File: config.mk
export PLATFORM = sky130hd
export DESIGN_NAME = lese_strain
export DESIGN_NICKNAME = d
export VERILOG_FILES = /design/src/design/lese_pkg.sv /design/src/design/lese_strain.sv
export SDC_FILE = /design/constraint.sdc
export NUM_CORES = 1
export LEC_CHECK = 0
export BUFFER_PORTS_ARGS = -buffer_cell sky130_fd_sc_hd__buf_2
export CORE_AREA = 5 5 242 244
export CTS_CLUSTER_SIZE = 24
export DETAILED_ROUTE_END_ITERATION = 12
export DIE_AREA = 0 0 247 249
export HOLD_SLACK_MARGIN = 0.02
export PLACE_DENSITY = 0.55
export SYNTH_ARGS = -nofsm -noshare
export SYNTH_HDL_FRONTEND = slang
export SYNTH_SLANG_ARGS = --single-unit
export TNS_END_PERCENT = 5
File: constraint.sdc
create_clock -name i_clk -period 11.05 [get_ports i_clk]
set_input_delay 1.105 -clock i_clk [delete_from_list [all_inputs] [get_ports i_clk]]
set_output_delay 1.105 -clock i_clk [all_outputs]
set_load 0.05 [all_outputs]
File: src/design/lese_pkg.sv
// ----------------------------------------------------------------------------
// lese_pkg
// Shared types, widths and constants of the linear elastic stress and energy
// pipeline.
// ----------------------------------------------------------------------------
package lese_pkg;

    // Fixed-point format of every input, register and output value.
    localparam int FRAC_BITS = 16;

    // Field widths.
    localparam int IN_W     = 32;
    localparam int STRESS_W = 32;
    localparam int ENERGY_W = 48;
    localparam int MU_W     = 31;
    localparam int MU2_W    = MU_W + 1;
    localparam int LAMBDA_W = 32;

    // Configuration port.
    localparam int CFG_IDX_W  = 1;
    localparam int CFG_DATA_W = 32;

    // Doubled strain entries and the trace of the doubled strain.
    localparam int D_W   = IN_W + 2;
    localparam int T_W   = IN_W + 3;
    // Split point for the partial products of the strain entries and trace.
    localparam int SPLIT = 17;

    // Pipeline stage indexes.
    localparam int STG_STRAIN = 0;
    localparam int STG_PROD   = 1;
    localparam int STG_MERGE  = 2;
    localparam int STG_SUM3   = 3;
    localparam int STG_SUM9   = 4;
    localparam int STG_MU     = 5;
    localparam int STG_EN1    = 6;
    localparam int STG_OUT    = 7;
    localparam int NUM_STG    = STG_OUT + 1;

    // Register reset values.
    localparam logic [MU_W-1:0]            LAME_MU_RST     = MU_W'(65536);
    localparam logic signed [LAMBDA_W-1:0] LAME_LAMBDA_RST = '0;

    // Saturation limits.
    localparam logic signed [STRESS_W-1:0] STRESS_MAX = {1'b0, {(STRESS_W-1){1'b1}}};
    localparam logic signed [STRESS_W-1:0] STRESS_MIN = {1'b1, {(STRESS_W-1){1'b0}}};
    localparam logic signed [ENERGY_W-1:0] ENERGY_MAX = {1'b0, {(ENERGY_W-1){1'b1}}};
    localparam logic signed [ENERGY_W-1:0] ENERGY_MIN = {1'b1, {(ENERGY_W-1){1'b0}}};

    // Configuration register indexes.
    typedef enum logic [CFG_IDX_W-1:0] {
        CFG_LAME_MU     = 1'b0,
        CFG_LAME_LAMBDA = 1'b1
    } t_cfg_idx;

    typedef logic signed [IN_W-1:0]     t_fix;
    typedef logic signed [STRESS_W-1:0] t_sval;
    typedef logic signed [D_W-1:0]      t_dval;
    typedef logic signed [T_W-1:0]      t_tval;

    typedef struct packed {
        t_fix f_00;
        t_fix f_01;
        t_fix f_02;
        t_fix f_10;
        t_fix f_11;
        t_fix f_12;
        t_fix f_20;
        t_fix f_21;
        t_fix f_22;
    } t_in_item;

    typedef struct packed {
        logic signed [ENERGY_W-1:0] energy;
        t_sval stress_00;
        t_sval stress_01;
        t_sval stress_02;
        t_sval stress_10;
        t_sval stress_11;
        t_sval stress_12;
        t_sval stress_20;
        t_sval stress_21;
        t_sval stress_22;
    } t_out_item;

    // Per-stage load enables from the pipeline control.
    typedef struct packed {
        logic [NUM_STG-1:0] en;
    } t_pipe_ctl;

endpackage

File: src/design/lese_strain.sv
// ----------------------------------------------------------------------------
// lese_strain
// First stage: doubled small strain 2*e = F + F^T - 2I and its trace.
// ----------------------------------------------------------------------------
module lese_strain (
    input  logic                i_clk,
    input  lese_pkg::t_pipe_ctl i_ctl,
    input  lese_pkg::t_in_item  i_item,
    output lese_pkg::t_dval     o_d [9],
    output lese_pkg::t_tval     o_t
);
    import lese_pkg::*;

    localparam logic signed [D_W-1:0] ONE_D   = D_W'(2 ** FRAC_BITS);
    localparam logic signed [T_W-1:0] THREE_T = T_W'(3 * (2 ** FRAC_BITS));

    t_fix  f [9];
    t_dval n_d [9];
    t_tval n_t;
    t_dval r_d [9];
    t_tval r_t;

    // Unpack the gradient in row-major order.
    always_comb begin
        f[0] = i_item.f_00;
        f[1] = i_item.f_01;
        f[2] = i_item.f_02;
        f[3] = i_item.f_10;
        f[4] = i_item.f_11;
        f[5] = i_item.f_12;
        f[6] = i_item.f_20;
        f[7] = i_item.f_21;
        f[8] = i_item.f_22;
    end

    // Diagonal entries are 2*(F_rr - 1), the others F_rc + F_cr.
    always_comb begin
        for (int r = 0; r < 3; r++) begin
            for (int c = 0; c < 3; c++) begin
                if (r == c) begin
                    n_d[r*3+c] = (D_W'(f[r*3+r]) - ONE_D) <<< 1;
                end else begin
                    n_d[r*3+c] = D_W'(f[r*3+c]) + D_W'(f[c*3+r]);
                end
            end
        end
        n_t = ((T_W'(f[0]) + T_W'(f[4]) + T_W'(f[8])) - THREE_T) <<< 1;
    end

    // Stage register.
    always_ff @(posedge i_clk) begin
        if (i_ctl.en[STG_STRAIN]) begin
            r_d <= n_d;
            r_t <= n_t;
        end
    end

    assign o_d = r_d;
    assign o_t = r_t;

endmodule

After elaboration in Yosys (flattened, before gate mapping)
Cells that the tools add are included.
{ "totals": {"ramBits": 0, "latchBits": 0, "mem_count": 0, "reg_bits": 235, "inputBits": 297, "rom_bits": 0, "output_inout_bits": 341, "wordCells": 16} }
{ "classes": {"n_div": 0, "n_reduce_logical": 0, "n_shift": 0, "add_sub_neg": 9, "mux": 0, "bitwise_logic": 0, "n_mul": 0, "eq_ne": 0, "n_lt_le_gt_ge": 0} }
{ "ops": {"columns": ["op", "count"], "rows": [
  ["32-bit by 32-bit adder with 33-bit output", 4],
  ["32-bit by 18-bit subtractor with 33-bit output, second input constant", 3],
  ["33-bit by 32-bit adder with 34-bit output", 1],
  ["34-bit by 19-bit subtractor with 34-bit output, second input constant", 1]
]} }

Depth between registers and ports, before layout
{ "depth": {"depth_word": 3, "ltp_mapped": 15, "depth_no_buf": 15} }

Least setup slack after synthesis
No wires, ideal clock.
{ "synth_timing": {"path_kind": "input -> register", "startpoint": "input i_item[2] (netlist bit)", "endpoint": "register r_t[29] (netlist: o_t[29]), data pin", "setup_time_ps": 262, "path_stages": 15, "arrival_time_ps": 4178, "n_path_buf": 0, "slack_ps": 6610, "t_required_ps": 10788, "cell_sequence": "inv_1 fa_1 inv_1 ha_1 ha_1 fa_1 a21o_1 nand3_1 a21boi_1 o31ai_2 a31oi_4 a21oi_1 o311a_1 o21ai_1 xor2_1"} }
{ "synth_between": {"elab_chain_cells": 2} }
{ "synth_lines": {"columns": ["element", "line", "text"], "rows": [
  ["start, declared", "lese_strain.sv:8", "input lese_pkg::t_in_item i_item,"],
  ["33-bit by 32-bit adder with 34-bit output", "lese_strain.sv:47", "n_t = ((T_W'(f[0]) + T_W'(f[4]) + T_W'(f[8])) - THREE_T) <<< 1;"],
  ["34-bit by 19-bit subtractor with 34-bit output", "lese_strain.sv:47", null],
  ["named net n_t[29]", "lese_strain.sv:19", "t_tval n_t;"],
  ["end signal, assigned", "lese_strain.sv:54", "r_t <= n_t;"],
  ["end, declared", "lese_strain.sv:21", "t_tval r_t;"]
]} }
The timed path passes the listed nets, and every way through them passes these cells.
A chain may end at the register's enable or synchronous reset.

Final worst setup path
Same ends and word-level chain as after synthesis.

==> results.md <==
- Status: complete, no violations
- Critical path's top delay family: compound AO/OA/AOI/OAI gates
- Peak VDD IR: 0.130 mV
- Crit-path cells: buf_2 -> inv_1 -> fa_1 -> inv_1 -> ha_1 -> ha_1 -> fa_1 -> a21o_1 -> nand3_1 -> a21boi_1 -> o31ai_2 -> a31oi_4 -> a21oi_1 -> o311a_1 -> o21ai_1 -> xor2_1
- Critical Path End Type: flop
- Initial antenna violation count: 13
- Area Overhead vs Synth: 25.2%
- Hold path cells: 1
- DIE HEIGHT: ~250 um
- Ys flop type: edfxtp_1
- Cells after Synth: about 1600
- Post-cts repair resize count: 0
- Crit path from: i_item[2]
- CTS clock-pin slew for the worst setup and hold paths: 0.06 ns
- TritonRoute pass-1 iters: 7
- Vias in the first global route: 14100
- FFs w/ async S/R, synth: 0%
- WP buf/inv: 3
- RSZ-0062 raised after global routing: false
- CP Launch Type: input port
- CTS Buffer Depth: 3
- Slew margin rel.: around a third
- Largest net degree at the start of global routing: 106
- Tot GR Track Use: 16.7%
- Maximum capacitance violations: 0
- Tcrit/Tclk final: 40.4%
- Most common cell after layout, fill and taps aside: buf_2
- Placed instance area: 19700 sq um
- Netlist Area Pre-Place: between 15000 and 20000 sq um
- Setup Fix Bufs, Post-CTS: 0
- GPL Wtd Cong: 0.886
- Finish-stage setup viols: 0
- Final hold vios: 0
- Vias/cell: around 4.7
- Core area: 56100 sq um
- Worst-margin pin slew: 1.01 ns
- PwrDens: 190 nW/um^2
- Fin area: between 20000 and 25000 sq um
- Type of the most critical hold path: in -> reg
- Kind of critical path: in -> reg
- Vias: 13500
- Yosys Warn Count: 0
- Clk sinks: 232
- Hold wc startpoint: i_item[140]
- Nets: 2591
- Synthesized flop and latch total: 232
- Top Ports: 638
- Die area: 61500 sq um
- Hold_buf cts: 0
- Most frequent cells in the layout: buf_2, edfxtp_1, inv_1
- Peak per-stage delay on the critical path: 0.53 ns
- Starting Density: 29.5%
- Layout cells sized above 1: between 30% and 40%
- Starting DRT DRC Count: 520
- EDFF count, synth: 232
- CTS Root Buffer Type: clkbuf_16
- Hpwl dp: 45.1 mm
- DR DRC count: 0
- WL final: 54.5 mm
- CTS tree: yes
- Crit path DAT: 4.78 ns
- Final ANT Viol Nets: 0
- H-tree depth: 1
- FILL cells: approximately 5700
- Slowest-stage cell, CP: fa_1
- Worst-path fanout max: 4
- Sequential area share after synthesis: 42.1%
- Mean area per synthesized cell: 10.6 sq um
- Unique cell type count in the Yosys netlist: between 70 and 80
- First-pass GRT wire length: a little over 80 mm
- Max Slew Vio Count: 0
- Leak: 9.73 nW
- Worst path required time: 11.36 ns
- Die width: 247 um
- Congestion Overflow GR: 0
- Period minus WS final: between 4 and 5 ns
- Worst Hold Path EP: o_d[149]
- Highest clock rate: about 0.22 GHz
- Row cnt: 87
- Routed length per placed instance: between 15 and 20 um
- Port buffer count: 626
- Post-route setup TNS: 0 ns
- Final core occ: 37.0%
- CTS Buf Count: 31
[worst max-delay path by stage]
stage / end / slack, ns / depth (start not counted)
2_1_floorplan: o_t[29] / 6.61 / 15
3_3_place_gp: o_t[29] / 6.04 / 16
3_5_place_dp: o_t[29] / 5.99 / 16
4_1_cts: o_t[29] / 6.61 / 16
5_1_grt: o_t[29] / 6.38 / 16
6_report: o_t[29] / 6.59 / 16
[per-layer routing]
| layer | wire length [um] | part of all wire (%) | global-route usage, % | up-vias |
|---|---|---|---|---|
| li1 | - | - | - | 6500 |
| met1 | 21100 | 39 | 19.4 | 6350 |
| met2 | 27400 | 50 | 29.7 | 476 |
| met3 | 3970 | 7.3 | 4.05 | 118 |
| met4 | 1970 | 3.6 | 6.60 | 12 |
| met5 | 75 | 0.14 | 0 | - |
[where the power goes]
part           internal [W]  switching, W  total (W)  leakage (nW)
registers           0.00116     0.0000767    0.00124          2.27
logic              0.000462       0.00124    0.00170          6.97
clock network      0.000599      0.000406    0.00101         0.488
total               0.00222       0.00172    0.00395          9.73
[synth_stat cells (28+ instances only)]
cell type / n / share of area [%]
nand2_1: 81 / 1.8
edfxtp_1: 232 / 42
a21oi_1: 111 / 3.4
fa_1: 36 / 4.4
inv_1: 198 / 4.5
o21ai_0: 41 / 1.2
nor2_1: 55 / 1.2
buf_4: 111 / 5.0
a21o_1: 63 / 2.9
ha_1: 163 / 12
xor2_1: 37 / 2.0
xnor2_1: 117 / 6.2
nor3_1: 28 / 0.85
nand3_1: 29 / 0.88
[registers in the layout (all words and copies together), names as in the netlist]
| name | cells |
|---|---|
| o_t | 34 |
| o_d | 198 |
[metrics by stage]
stage	total power, W	std cells	hold slack [ns]	setup WS [ns]
after CTS	0.00400	2873	0.672	6.61
final	0.00395	2879	0.709	6.59
after global placement	0.00296	2818	1.30	6.04
after floorplan	0.00257	1571	1.20	6.61
after global routing	0.00415	2877	0.684	6.38
after detailed placement	0.00296	2818	1.30	5.99
[cell type report]
cell class | instances | area (sq um) | area share, %
inverters | 200 | 751 | 3.62
repair buffers | 628 | 3160 | 15.2
diodes | 6 | 15.0 | 0.0724
clock inverters | 23 | 218 | 1.05
well taps | 756 | 946 | 4.56
multi-input cells | 1002 | 7910 | 38.1
flip-flops and latches | 232 | 6970 | 33.6
clock buffers | 32 | 779 | 3.76
[cell families (layout without fill, tap and decap cells)]
| group | after synthesis | in the layout | share of synthesized area [%] |
|---|---|---|---|
| compound gates | 352 | 352 | 14.1 |
| buf+inv | 337 | 883 | 10.3 |
| simple gates | 293 | 293 | 8.78 |
| flops | 232 | 232 | 42.1 |
| fa+ha+maj | 199 | 199 | 16.7 |
| xor+xnor | 154 | 154 | 8.15 |
| other cells | 1 | 10 | 0.0226 |
(Power assumes the default switching activity.)
